`src/sv/ntew_pkg.sv`:
```
// ----------------------------------------------------------------------------
// ntew_pkg
// Shared types and constants for the number-to-word-token block.
// ----------------------------------------------------------------------------
package ntew_pkg;

  // Binary input, padded to a whole number of conversion steps
  localparam int NUMBER_W   = 31;
  localparam int BIN_W      = 32;
  localparam int STEP_BITS  = 4;
  localparam int NUM_STAGES = BIN_W / STEP_BITS;
  localparam int NUM_DIGITS = 10;
  localparam int BCD_W      = 4 * NUM_DIGITS;

  localparam int WORD_W     = 5;
  // Five word slots per group, four for the units group (no scale word)
  localparam int GRP_SLOTS  = 5;
  localparam int NUM_SLOTS  = 3 * GRP_SLOTS + (GRP_SLOTS - 1);

  // Word codes
  localparam logic [WORD_W-1:0] W_ZERO      = 5'd0;
  localparam logic [WORD_W-1:0] W_TEEN_BASE = 5'd10;
  localparam logic [WORD_W-1:0] W_TENS_BASE = 5'd18;
  localparam logic [WORD_W-1:0] W_HUNDRED   = 5'd28;
  localparam logic [WORD_W-1:0] W_THOUSAND  = 5'd29;
  localparam logic [WORD_W-1:0] W_MILLION   = 5'd30;
  localparam logic [WORD_W-1:0] W_BILLION   = 5'd31;

  // One classified number: which word slots speak, and what they say.
  // Slot NUM_SLOTS-1 is the most significant word.
  typedef struct packed {
    logic [NUM_SLOTS-1:0]             mask;
    logic [NUM_SLOTS-1:0][WORD_W-1:0] words;
  } ntew_entry_t;

endpackage

```
`src/sv/ntew_front.sv`:
```
// ----------------------------------------------------------------------------
// ntew_front
// Binary to BCD pipeline (four double-dabble steps per stage) followed by
// classification of each three-digit group into word slots.
// ----------------------------------------------------------------------------
module ntew_front (
  input  logic                      clk,
  input  logic                      rst_n,
  input  logic                      in_valid,
  output logic                      in_ready,
  input  logic [30:0]               in_number,
  output logic                      push_valid,
  input  logic                      push_ready,
  output ntew_pkg::ntew_entry_t     push_data
);
  import ntew_pkg::*;

  localparam int LAST = NUM_STAGES - 1;

  typedef struct packed {
    logic [GRP_SLOTS-1:0]             mask;
    logic [GRP_SLOTS-1:0][WORD_W-1:0] words;
  } grp_t;

  logic [NUM_STAGES-1:0]                   v_r;
  logic [NUM_STAGES-1:0][BIN_W-1:0]        bin_r;
  logic [NUM_STAGES-1:0][BCD_W-1:0]        bcd_r;
  logic [NUM_STAGES-1:0][BCD_W+BIN_W-1:0]  dab;
  logic                                    adv;
  logic [BCD_W-1:0]                        bcd_fin;
  logic                                    bcd_ok;
  grp_t                                    g3, g2, g1, g0;

  // Four shift-add-3 steps
  function automatic logic [BCD_W+BIN_W-1:0] dabble(
    input logic [BCD_W-1:0] bcd_i,
    input logic [BIN_W-1:0] bin_i
  );
    logic [BCD_W+BIN_W-1:0] acc;
    acc = {bcd_i, bin_i};
    for (int j = 0; j < STEP_BITS; j++) begin
      for (int d = 0; d < NUM_DIGITS; d++) begin
        if (acc[BIN_W+4*d +: 4] >= 4'd5) begin
          acc[BIN_W+4*d +: 4] = acc[BIN_W+4*d +: 4] + 4'd3;
        end
      end
      acc = {acc[BCD_W+BIN_W-2:0], 1'b0};
    end
    return acc;
  endfunction

  // Slots: [4] digit, [3] Hundred, [2] unit/teen/tens, [1] unit, [0] scale
  function automatic grp_t classify(
    input logic [3:0]        h,
    input logic [3:0]        t,
    input logic [3:0]        u,
    input logic [WORD_W-1:0] scale
  );
    grp_t g;
    g.words[4] = {1'b0, h};
    g.words[3] = W_HUNDRED;
    if (t == 4'd0) begin
      g.words[2] = {1'b0, u};
    end else if (t == 4'd1) begin
      g.words[2] = W_TEEN_BASE + {1'b0, u};
    end else begin
      g.words[2] = W_TENS_BASE + {1'b0, t};
    end
    g.words[1] = {1'b0, u};
    g.words[0] = scale;
    g.mask[4]  = (h != 4'd0);
    g.mask[3]  = (h != 4'd0);
    g.mask[2]  = (t != 4'd0) || (u != 4'd0);
    g.mask[1]  = (t >= 4'd2) && (u != 4'd0);
    g.mask[0]  = (h != 4'd0) || (t != 4'd0) || (u != 4'd0);
    return g;
  endfunction

  always_comb begin
    dab[0] = dabble('0, {1'b0, in_number});
    for (int s = 1; s < NUM_STAGES; s++) begin
      dab[s] = dabble(bcd_r[s-1], bin_r[s-1]);
    end
  end

  // Whole pipe holds while the last stage cannot hand off
  assign adv      = !v_r[LAST] || push_ready;
  assign in_ready = adv;

  always_ff @(posedge clk) begin
    if (!rst_n) begin
      v_r <= '0;
    end else if (adv) begin
      v_r <= {v_r[LAST-1:0], in_valid};
    end
  end

  always_ff @(posedge clk) begin
    if (adv) begin
      for (int s = 0; s < NUM_STAGES; s++) begin
        {bcd_r[s], bin_r[s]} <= dab[s];
      end
    end
  end

  assign bcd_fin = bcd_r[LAST];

  always_comb begin
    g3 = classify(4'd0, 4'd0, bcd_fin[39:36], W_BILLION);
    g2 = classify(bcd_fin[35:32], bcd_fin[31:28], bcd_fin[27:24], W_MILLION);
    g1 = classify(bcd_fin[23:20], bcd_fin[19:16], bcd_fin[15:12], W_THOUSAND);
    g0 = classify(bcd_fin[11:8], bcd_fin[7:4], bcd_fin[3:0], W_ZERO);
  end

  always_comb begin
    push_data.mask  = {g3.mask, g2.mask, g1.mask, g0.mask[GRP_SLOTS-1:1]};
    push_data.words = {g3.words, g2.words, g1.words, g0.words[GRP_SLOTS-1:1]};
    // Zero spells as the lone word Zero, from the units teen/tens slot
    if (bcd_fin == '0) begin
      push_data.mask[1] = 1'b1;
    end
  end

  assign push_valid = v_r[LAST];

  always_comb begin
    bcd_ok = 1'b1;
    for (int d = 0; d < NUM_DIGITS; d++) begin
      if (bcd_fin[4*d +: 4] > 4'd9) begin
        bcd_ok = 1'b0;
      end
    end
  end

  a_bcd_digits: assert property (@(posedge clk) disable iff (!rst_n)
    v_r[LAST] |-> bcd_ok)
    else $error("ntew_front: converted digit out of decimal range");

  a_pipe_hold: assert property (@(posedge clk) disable iff (!rst_n)
    (v_r[LAST] && !push_ready) |=> (v_r[LAST] && $stable(bcd_r[LAST])))
    else $error("ntew_front: stalled item lost in last stage");

endmodule

```
`src/sv/ntew_queue.sv`:
```
// ----------------------------------------------------------------------------
// ntew_queue
// Small FIFO of classified items between conversion and word emission.
// ----------------------------------------------------------------------------
module ntew_queue #(
  parameter int QUEUE_DEPTH = 2
) (
  input  logic                      clk,
  input  logic                      rst_n,
  input  logic                      push_valid,
  output logic                      push_ready,
  input  ntew_pkg::ntew_entry_t     push_data,
  output logic                      pop_valid,
  input  logic                      pop_ready,
  output ntew_pkg::ntew_entry_t     pop_data
);
  import ntew_pkg::*;

  localparam int PW = (QUEUE_DEPTH > 1) ? $clog2(QUEUE_DEPTH) : 1;
  localparam int CW = $clog2(QUEUE_DEPTH + 1);

  ntew_entry_t          mem_r [QUEUE_DEPTH];
  logic [PW-1:0]        wr_ptr_r, wr_ptr_nxt;
  logic [PW-1:0]        rd_ptr_r, rd_ptr_nxt;
  logic [CW-1:0]        count_r, count_nxt;
  logic                 do_push, do_pop;

  assign push_ready = (count_r != CW'(QUEUE_DEPTH));
  assign pop_valid  = (count_r != '0);
  assign do_push    = push_valid && push_ready;
  assign do_pop     = pop_valid && pop_ready;
  assign pop_data   = mem_r[rd_ptr_r];

  always_comb begin
    wr_ptr_nxt = wr_ptr_r;
    rd_ptr_nxt = rd_ptr_r;
    count_nxt  = count_r;
    if (do_push) begin
      wr_ptr_nxt = (wr_ptr_r == PW'(QUEUE_DEPTH - 1)) ? '0 : wr_ptr_r + 1'b1;
    end
    if (do_pop) begin
      rd_ptr_nxt = (rd_ptr_r == PW'(QUEUE_DEPTH - 1)) ? '0 : rd_ptr_r + 1'b1;
    end
    if (do_push && !do_pop) begin
      count_nxt = count_r + 1'b1;
    end else if (do_pop && !do_push) begin
      count_nxt = count_r - 1'b1;
    end
  end

  always_ff @(posedge clk) begin
    if (!rst_n) begin
      wr_ptr_r <= '0;
      rd_ptr_r <= '0;
      count_r  <= '0;
    end else begin
      wr_ptr_r <= wr_ptr_nxt;
      rd_ptr_r <= rd_ptr_nxt;
      count_r  <= count_nxt;
    end
  end

  always_ff @(posedge clk) begin
    if (do_push) begin
      mem_r[wr_ptr_r] <= push_data;
    end
  end

  a_count_range: assert property (@(posedge clk) disable iff (!rst_n)
    count_r <= CW'(QUEUE_DEPTH))
    else $error("ntew_queue: occupancy beyond depth");

  a_empty_ptrs: assert property (@(posedge clk) disable iff (!rst_n)
    (count_r == '0) |-> (wr_ptr_r == rd_ptr_r))
    else $error("ntew_queue: pointers disagree on empty queue");

endmodule

```
`src/sv/ntew_back.sv`:
```
// ----------------------------------------------------------------------------
// ntew_back
// Walks the active word slots of one item, most significant first, one
// word per accepted output, and flags the final word.
// ----------------------------------------------------------------------------
module ntew_back (
  input  logic                      clk,
  input  logic                      rst_n,
  input  logic                      pop_valid,
  output logic                      pop_ready,
  input  ntew_pkg::ntew_entry_t     pop_data,
  output logic                      out_valid,
  input  logic                      out_ready,
  output logic [4:0]                out_word,
  output logic                      out_last
);
  import ntew_pkg::*;

  logic [NUM_SLOTS-1:0]             mask_r, mask_nxt;
  logic [NUM_SLOTS-1:0][WORD_W-1:0] words_r;
  logic [NUM_SLOTS-1:0]             sel;
  logic [NUM_SLOTS-1:0]             rest;
  logic                             found;
  logic                             fire;

  // Highest pending slot
  always_comb begin
    sel   = '0;
    found = 1'b0;
    for (int i = NUM_SLOTS - 1; i >= 0; i--) begin
      if (mask_r[i] && !found) begin
        sel[i] = 1'b1;
        found  = 1'b1;
      end
    end
  end

  always_comb begin
    out_word = '0;
    for (int i = 0; i < NUM_SLOTS; i++) begin
      if (sel[i]) begin
        out_word = out_word | words_r[i];
      end
    end
  end

  assign rest      = mask_r & ~sel;
  assign out_valid = (mask_r != '0);
  assign out_last  = (rest == '0);
  assign fire      = out_valid && out_ready;
  // Next item loads as the final word of this one leaves
  assign pop_ready = !out_valid || (out_ready && out_last);

  always_comb begin
    mask_nxt = mask_r;
    if (pop_ready) begin
      mask_nxt = pop_valid ? pop_data.mask : '0;
    end else if (fire) begin
      mask_nxt = rest;
    end
  end

  always_ff @(posedge clk) begin
    if (!rst_n) begin
      mask_r <= '0;
    end else begin
      mask_r <= mask_nxt;
    end
  end

  always_ff @(posedge clk) begin
    if (pop_ready && pop_valid) begin
      words_r <= pop_data.words;
    end
  end

  a_load_nonempty: assert property (@(posedge clk) disable iff (!rst_n)
    (pop_valid && pop_ready) |-> (pop_data.mask != '0))
    else $error("ntew_back: item with no words");

  a_sel_onehot: assert property (@(posedge clk) disable iff (!rst_n)
    out_valid |-> $onehot(sel))
    else $error("ntew_back: slot select not one-hot");

endmodule

```
`src/sv/number_to_english_word_tokens.sv`:
```
// ----------------------------------------------------------------------------
// number_to_english_word_tokens
// Spells a 31-bit unsigned integer as a run of English word codes.
// ----------------------------------------------------------------------------
// Each accepted in_number comes out as 1 to 16 word codes on out_word, most
// significant word first, with out_last high on the final one (Zero spells
// as the single word 0; 2147483647 is the longest run, 16 words). The input
// side is an 8-stage binary-to-BCD pipeline (4 bits per stage) that accepts
// one number per cycle while it is not backed up; classified numbers wait in
// a QUEUE_DEPTH-entry queue. The output side delivers one word per cycle
// while out_ready is high, and an item holds the output until all its words
// are taken before the next item loads. A number passes the pipeline stages,
// the queue and the word slot register before its first word appears. Items
// queued behind each other leave without gaps between their runs.
// ----------------------------------------------------------------------------
module number_to_english_word_tokens #(
  parameter int QUEUE_DEPTH = 2
) (
  input  logic        clk,
  input  logic        rst_n,
  input  logic        in_valid,
  output logic        in_ready,
  input  logic [30:0] in_number,
  output logic        out_valid,
  input  logic        out_ready,
  output logic [4:0]  out_word,
  output logic        out_last
);
  import ntew_pkg::*;

  // front -> queue
  logic        fq_valid, fq_ready;
  ntew_entry_t fq_data;
  // queue -> back
  logic        qb_valid, qb_ready;
  ntew_entry_t qb_data;

  // Conversion and classification into word slots
  ntew_front u_front (
    .clk        (clk),
    .rst_n      (rst_n),
    .in_valid   (in_valid),
    .in_ready   (in_ready),
    .in_number  (in_number),
    .push_valid (fq_valid),
    .push_ready (fq_ready),
    .push_data  (fq_data)
  );

  // Decouples conversion stalls from the word emitter
  ntew_queue #(
    .QUEUE_DEPTH (QUEUE_DEPTH)
  ) u_queue (
    .clk        (clk),
    .rst_n      (rst_n),
    .push_valid (fq_valid),
    .push_ready (fq_ready),
    .push_data  (fq_data),
    .pop_valid  (qb_valid),
    .pop_ready  (qb_ready),
    .pop_data   (qb_data)
  );

  // One word per output handshake
  ntew_back u_back (
    .clk       (clk),
    .rst_n     (rst_n),
    .pop_valid (qb_valid),
    .pop_ready (qb_ready),
    .pop_data  (qb_data),
    .out_valid (out_valid),
    .out_ready (out_ready),
    .out_word  (out_word),
    .out_last  (out_last)
  );

endmodule

```
`config.mk`:
```
export PLATFORM = sky130hd
export DESIGN_NAME = number_to_english_word_tokens
export DESIGN_NICKNAME = d
export VERILOG_FILES = /design/src/sv/ntew_pkg.sv /design/src/sv/ntew_front.sv /design/src/sv/ntew_queue.sv /design/src/sv/ntew_back.sv /design/src/sv/number_to_english_word_tokens.sv
export SDC_FILE = /design/constraint.sdc
export NUM_CORES = 1
export LEC_CHECK = 0
export CAP_MARGIN = 10
export CELL_PAD_IN_SITES_DETAIL_PLACEMENT = 0
export CELL_PAD_IN_SITES_GLOBAL_PLACEMENT = 1
export CORE_ASPECT_RATIO = 1.25
export CORE_MARGIN = 2
export CORE_UTILIZATION = 53
export CTS_CLUSTER_SIZE = 24
export DETAILED_ROUTE_END_ITERATION = 10
export DONT_BUFFER_PORTS = 1
export GPL_TIMING_DRIVEN = 1
export PLACE_DENSITY_LB_ADDON = 0.1
export SLEW_MARGIN = 15
export SYNTH_ARGS = -nofsm -noshare
export SYNTH_HDL_FRONTEND = slang
export SYNTH_SLANG_ARGS = --single-unit
```
`constraint.sdc`:
```
create_clock -name clk -period 15.6 [get_ports clk]
set_clock_uncertainty 0.05 [all_clocks]
set_input_delay 3.12 -clock clk [delete_from_list [all_inputs] [get_ports clk]]
set_output_delay 3.12 -clock clk [all_outputs]
set_load 0.02 [all_outputs]
```
Yosys cells after proc, flatten, opt, wreduce, memory -nomap -nowiden
Memory sizes are Yosys's and may differ from the RTL's. A register that Yosys moved wholly into a read port is not among the register bits.
Index checks and enable logic that the tools add are counted.
{"block": "totals", "regBits": 489, "latchBits": 0, "ram_bits": 126, "rom_bits": 0, "in_bits": 35, "output_inout_bits": 8, "word_cells": 934, "mem_count": 1}
{"memory": "u_queue.mem_r", "words": 2, "width": 63, "rd": 1, "rd_ports_with_merged_regs": 1, "wr": 1, "line": "ntew_queue.sv:22", "source": "ntew_entry_t mem_r [QUEUE_DEPTH];"}
{"block": "op_classes", "add_sub_neg": 245, "mul": 0, "div_mod_pow": 0, "magnitude_cmp": 238, "eq_ne": 4, "shift": 0, "n_mux": 308, "n_bitwise": 20, "reduce_logical": 77}
{"op": "4-bit by 3-bit >= comparator with 1-bit output (second input constant)", "n": 225}
{"op": "4-bit 2-to-1 mux", "n": 214}
{"op": "4-bit by 2-bit adder with 4-bit output (second input constant)", "n": 207}
{"op": "5-bit 2-to-1 mux", "n": 25}
{"op": "5-bit bitwise OR", "n": 18}
{"op": "19-bit 2-to-1 mux", "n": 3}
{"op": "3-bit 2-to-1 mux", "n": 19}
{"op": "3-bit by 2-bit adder with 3-bit output (second input constant)", "n": 18}
{"op": "1-bit 2-to-1 mux", "n": 45}
{"op": "40-bit zero test", "n": 1}
{"op": "4-bit nonzero test", "n": 10}
{"op": "1-bit logical AND", "n": 27}
{"op": "1-bit zero test", "n": 22}
{"op": "1-bit by 2-bit adder with 3-bit output (second input constant)", "n": 7}
{"op": "1-bit by 3-bit >= comparator with 1-bit output (second input constant)", "n": 7}
{"op": "19-bit bitwise AND", "n": 1}
{"op": "19-bit zero test", "n": 1}
{"op": "19-bit NOT", "n": 1}
{"op": "19-bit nonzero test", "n": 1}
{"op": "4-bit by 4-bit adder with 5-bit output (first input constant)", "n": 3}
{"op": "5-bit by 4-bit adder with 5-bit output (first input constant)", "n": 3}
{"op": "4-bit by 1-bit equality test with 1-bit output (second input constant)", "n": 3}
{"op": "4-bit by 2-bit >= comparator with 1-bit output (second input constant)", "n": 3}
{"op": "4-bit zero test", "n": 3}
{"op": "other kinds (11)", "n": 25}

Depth between registers and ports, before layout
{"block": "depth", "word_depth": 92, "depth_mapped": 24}

Modules after synthesis
From an unflattened synthesis, not the netlist that was laid out.
{"block": "unflattened", "cells_unflattened": 3717, "area_unflattened_um2": 39476.6}
{"module": "ntew_front", "n_inst": 1, "cells_each": 2982, "area_per_inst_um2": 26063.7}
{"module": "ntew_queue", "n_inst": 1, "cells_each": 379, "area_per_inst_um2": 8717.1}
{"module": "ntew_back", "n_inst": 1, "cells_each": 356, "area_per_inst_um2": 4695.8}

Worst setup path after synthesis
No wires, ideal clock.
{"block": "synth_path", "path_type": "register -> output", "from": "reg u_queue.count_r[0]", "to": "out in_ready", "arrival_time_ns": 8.735, "required_time_ns": 12.430, "slack_ns": 3.695, "stages_incl_launch_ff": 3, "path_cell_list": "dfxtp_1 -> nand3b_1 -> clkbuf_1"}
{"block": "synth_between", "elab_chain_len": 2}
{"item": "start: declaration", "line": "ntew_queue.sv:25", "source": "logic [CW-1:0] count_r, count_nxt;"}
{"item": "start signal: assignment", "line": "ntew_queue.sv:59", "source": "count_r <= count_nxt;"}
{"item": "2-bit inequality test", "line": "ntew_queue.sv:28", "source": "assign push_ready = (count_r != CW'(QUEUE_DEPTH));"}
{"item": "1-bit logical OR", "line": "ntew_front.sv:87", "source": "assign adv = !v_r[LAST] || push_ready;"}
{"item": "end: declaration", "line": "number_to_english_word_tokens.sv:22", "source": "output logic in_ready,"}
No other way between the ends.

Worst setup path in the final report
{"block": "layout_path", "from": "reg u_back.mask_r[14]", "to": "out out_last"}
{"block": "layout_between", "elab_chain_len": 47}
{"item": "start: declaration", "line": "ntew_back.sv:19", "source": "logic [NUM_SLOTS-1:0] mask_r, mask_nxt;"}
{"item": "start signal: assignment", "line": "ntew_back.sv:67", "source": "mask_r <= mask_nxt;"}
{"item": "1-bit logical AND", "line": "ntew_back.sv:31", "source": "if (mask_r[i] && !found) begin"}
{"item": "1-bit 2-to-1 mux", "line": "ntew_back.sv:31"}
{"item": "1-bit zero test", "line": "ntew_back.sv:31"}
{"item": "1-bit logical AND", "line": "ntew_back.sv:31"}
{"item": "1-bit 2-to-1 mux", "line": "ntew_back.sv:31"}
{"item": "1-bit zero test", "line": "ntew_back.sv:31"}
{"item": "1-bit logical AND", "line": "ntew_back.sv:31"}
{"item": "1-bit 2-to-1 mux", "line": "ntew_back.sv:31"}
{"item": "(+31 left out)"}
{"item": "1-bit logical AND", "line": "ntew_back.sv:31"}
{"item": "1-bit 2-to-1 mux", "line": "ntew_back.sv:31"}
{"item": "1-bit zero test", "line": "ntew_back.sv:31"}
{"item": "1-bit logical AND", "line": "ntew_back.sv:31"}
{"item": "1-bit 2-to-1 mux", "line": "ntew_back.sv:31"}
{"item": "19-bit NOT", "line": "ntew_back.sv:47", "source": "assign rest = mask_r & ~sel;"}
{"item": "19-bit bitwise AND *", "line": "ntew_back.sv:47"}
{"item": "19-bit zero test *", "line": "ntew_back.sv:49", "source": "assign out_last = (rest == '0);"}
{"item": "end: declaration", "line": "number_to_english_word_tokens.sv:27", "source": "output logic out_last"}
Every way passes the cells marked *; elsewhere a longest branch is shown, timed or not.

==> impl_metrics.env <==
export IMPL_synth_area_in_compound_gates_pct=13.9
export IMPL_count_of_antenna_violating_nets_left_after_detailed_routing=0
export IMPL_net_count_reported_at_finish=3420
export IMPL_worstSetupPathType="flop to output pin"
export IMPL_finalSetupViolations=0
export IMPL_number_of_antenna_violations_at_the_first_check_in_global_routing=0
export IMPL_setup_ws_ns=8.82
export IMPL_synth_seq_cells=470
export IMPL_post_cts_hold_buffer_count=0
export IMPL_synth_xor_area_share_pct=3.68
export IMPL_syn_area_mm2=0.0321
export IMPL_track_usage_pct=17.7
export IMPL_tritoncts="done"
export IMPL_preCtsSetupSlack_ns=9.44
export IMPL_synth_cells=3054
export IMPL_slowest_cp_cell="sky130_fd_sc_hd__nor3_1"
export IMPL_status="completed"
export IMPL_max_incr_delay_on_cp_ns=0.66
export IMPL_setup_repair_after_global_routing_missed_its_margin="false"
export IMPL_synth_seq_area_share_pct=43.0
export IMPL_post_route_min_period_ns=6.78
export IMPL_wire_length_of_the_first_global_routing_pass_um=94800
export IMPL_via_per_inst=5.57
export IMPL_synth_warnings=0
export IMPL_main_combinational_cell_family_by_area_after_synthesis="compound AO/OA/AOI/OAI gates"
export IMPL_routabilityCongestion=0.828
export IMPL_cts_root_buffer_cell="sky130_fd_sc_hd__clkbuf_16"
export IMPL_rows=100
export IMPL_cts_setup_buffers=0
export IMPL_coreArea_mm2=0.0597
export IMPL_worst_path_buf_inv=0
export IMPL_cp_data_arrival_time_ns=3.61
export IMPL_drive_above_1_share_pct=8.53
export IMPL_place_detailed_hpwl_um=41100
export IMPL_avgRoutedWirePerCell_um=14.3
export IMPL_syn_num_nets=3395
export IMPL_synthAdderAreaFrac_pct=12.0
export IMPL_hold_path_class="flop to flop"
export IMPL_first_iter_violations=710
export IMPL_boundaryPins=43
export IMPL_grt_pass1_vias=21700
export IMPL_cts_resized=0
export IMPL_route_vias_total=21600
export IMPL_fp_dieH_um=279
export IMPL_muxShareOfSynthArea_pct=10.5
export IMPL_globalRouteOverflowTotal=0
export IMPL_fmax_ghz=0.148
export IMPL_worst_skew_pair_late_latency_ns=0.60
export IMPL_worst_path_max_fanout=11
export IMPL_fillerInstances=5044
export IMPL_mostFrequentLayoutCell="sky130_fd_sc_hd__edfxtp_1"
export IMPL_cts_htree_levels=2
export IMPL_ys_flop_type="sky130_fd_sc_hd__edfxtp_1"
export IMPL_finalHoldViolCount=0
export IMPL_maximum_buffer_depth_of_the_clock_tree=3
export IMPL_drv_slew=0
export IMPL_post_route_drc_violation_count=0
export IMPL_crit_chain="or4_4 > or4b_4 > nor4_4 > o311ai_1 > and2_4 > nor3_1"
export IMPL_io_buffers=0
export IMPL_floorplan_initialDensity_pct=53.8
export IMPL_post_synth_edffs=440
export IMPL_cp_end_kind="output pin"
export IMPL_numClockSinks=470
export IMPL_synthSimpleGateAreaFrac_pct=12.6
export IMPL_insertedDiodeCount=0
export IMPL_areaGrowthSynthToFinish_pct=7.91
export IMPL_critical_path_top_delay_family="simple AND/OR/NAND/NOR gates"
export IMPL_die_area_mm2=0.0625
export IMPL_finalSetupTns_ns=0
export IMPL_cell_variety_after_synth=76
export IMPL_largest_net_degree_at_the_start_of_global_routing=177
export IMPL_maxCapViolCount=0
export IMPL_highest_count_cells_in_the_layout_ignoring_fill_and_taps="440 x sky130_fd_sc_hd__edfxtp_1, 319 x sky130_fd_sc_hd__inv_1, 306 x sky130_fd_sc_hd__ha_1, 184 x sky130_fd_sc_hd__o21ai_0, 181 x sky130_fd_sc_hd__mux2i_1"
export IMPL_required_time_at_the_worst_slack_endpoint_ns=12.43
export IMPL_first_pass_iters=5
export IMPL_tightest_slew_ns=1.26
export IMPL_slew_headroom_pct=16.2
export IMPL_cts_clk_slew_worst_paths_ns=0.06
export IMPL_cts_made_buffers=52
export IMPL_synthesis_area_per_instance_um2=10.5
export IMPL_worst_setup_sp_type="flop"
export IMPL_proportion_of_register_bits_with_asynchronous_set_or_reset_after_synthesis_pct=0
export IMPL_die_x_um=224
export IMPL_routed_wl_um=55400
export IMPL_fin_crit_sh_pct=43.4
final timing paths:
path | startpoint | end | slack (ns) | cells past startpoint
setup / recovery | u_back.mask_r[14] | out_last | 8.82 | 6
hold / removal | u_front.bin_r[150] | u_front.bin_r[186] | 0.36 | 0
setup reg to reg | u_front.bcd_r[216] | u_front.bcd_r[258] | 10.36 | 23
hold reg to reg | u_front.bin_r[150] | u_front.bin_r[186] | 0.36 | 0
area by class of cell:
| cell class | instances | area, um^2 | area share [%] |
|---|---|---|---|
| clock buffer | 61 | 1360 | 3.92 |
| clock inverter | 31 | 293 | 0.845 |
| inverter | 319 | 1200 | 3.46 |
| multi-input combinational | 2227 | 16900 | 48.9 |
| sequential | 470 | 13800 | 39.9 |
| tap | 765 | 957 | 2.76 |
| timing repair buffer | 9 | 80.1 | 0.231 |
synth_stat cells (all sizes together) (6+ instances only):
| library cell | number | area [um^2] |
|---|---|---|
| nor2 | 180 | 676 |
| nor3 | 55 | 275 |
| o21ai | 185 | 926 |
| a21boi | 27 | 203 |
| a221oi | 16 | 140 |
| or2 | 19 | 119 |
| a21bo | 7 | 70.1 |
| or4 | 13 | 101 |
| or3 | 12 | 75.1 |
| inv | 319 | 1200 |
| nor3b | 27 | 203 |
| o31ai | 24 | 180 |
| a211oi | 37 | 278 |
| mux2i | 181 | 1810 |
| o22a | 8 | 70.1 |
| xnor2 | 106 | 928 |
| a21o | 45 | 338 |
| nand3b | 8 | 60.1 |
| a2bb2oi | 13 | 114 |
| nand2b | 117 | 732 |
| o2111ai | 8 | 70.1 |
| a21oi | 142 | 711 |
| ha | 306 | 3830 |
| nand3 | 24 | 133 |
| a2111o | 7 | 78.8 |
| o22ai | 11 | 68.8 |
| a2111oi | 6 | 52.6 |
| mux2 | 138 | 1550 |
| clkbuf | 33 | 124 |
| nor2b | 107 | 669 |
| o211ai | 19 | 143 |
| a211o | 14 | 123 |
| xor2 | 29 | 254 |
| nand2 | 178 | 668 |
| edfxtp | 440 | 13200 |
| and2 | 17 | 109 |
| o21bai | 23 | 173 |
| a31oi | 28 | 175 |
| o21a | 13 | 97.6 |
| nor4 | 6 | 52.6 |
| a22oi | 14 | 105 |
| o211a | 6 | 60.1 |
| o311ai | 8 | 70.1 |
| dfxtp | 30 | 601 |
stage by stage:
| stage | instances | util [%] | hold WS [ns] | instance area, um^2 |
|---|---|---|---|---|
| after floorplan | 3054 | - | 0.350 | 32100 |
| after global placement | 3790 | 55.3 | 0.350 | 33000 |
| after detailed placement | 3790 | 55.3 | 0.355 | 33000 |
| after CTS | 3882 | 58.0 | 0.364 | 34600 |
| after global routing | 3882 | 58.0 | 0.370 | 34600 |
| final | 3882 | 58.0 | 0.361 | 34600 |
kinds of logic after synthesis:
logic type,count (synthesis)
fa+ha+maj,309
compound gates,683
buf+inv,357
xor+xnor,135
simple gates,781
mux,319
flops,470
registers in the layout (all words and copies together) (netlist names), named ones only:
signal,cells
u_back.mask_r,17
u_back.words_r,43
u_front.bcd_fin,40
u_front.bcd_r,135
u_front.bin_r,112
u_front.v_r,8
u_queue.count_r,2
u_queue.mem_r,110
u_queue.rd_ptr_r,1
u_queue.wr_ptr_r,1
metal layers:
layer,wire length [um],global-route usage [%]
met2,30500,36.2
met3,1340,2.46
met5,0,0
met1,22300,18.3
met4,1280,5.18
Power is not shown: default switching activity piles up to over one toggle a cycle in this logic, so the estimate is an artifact.
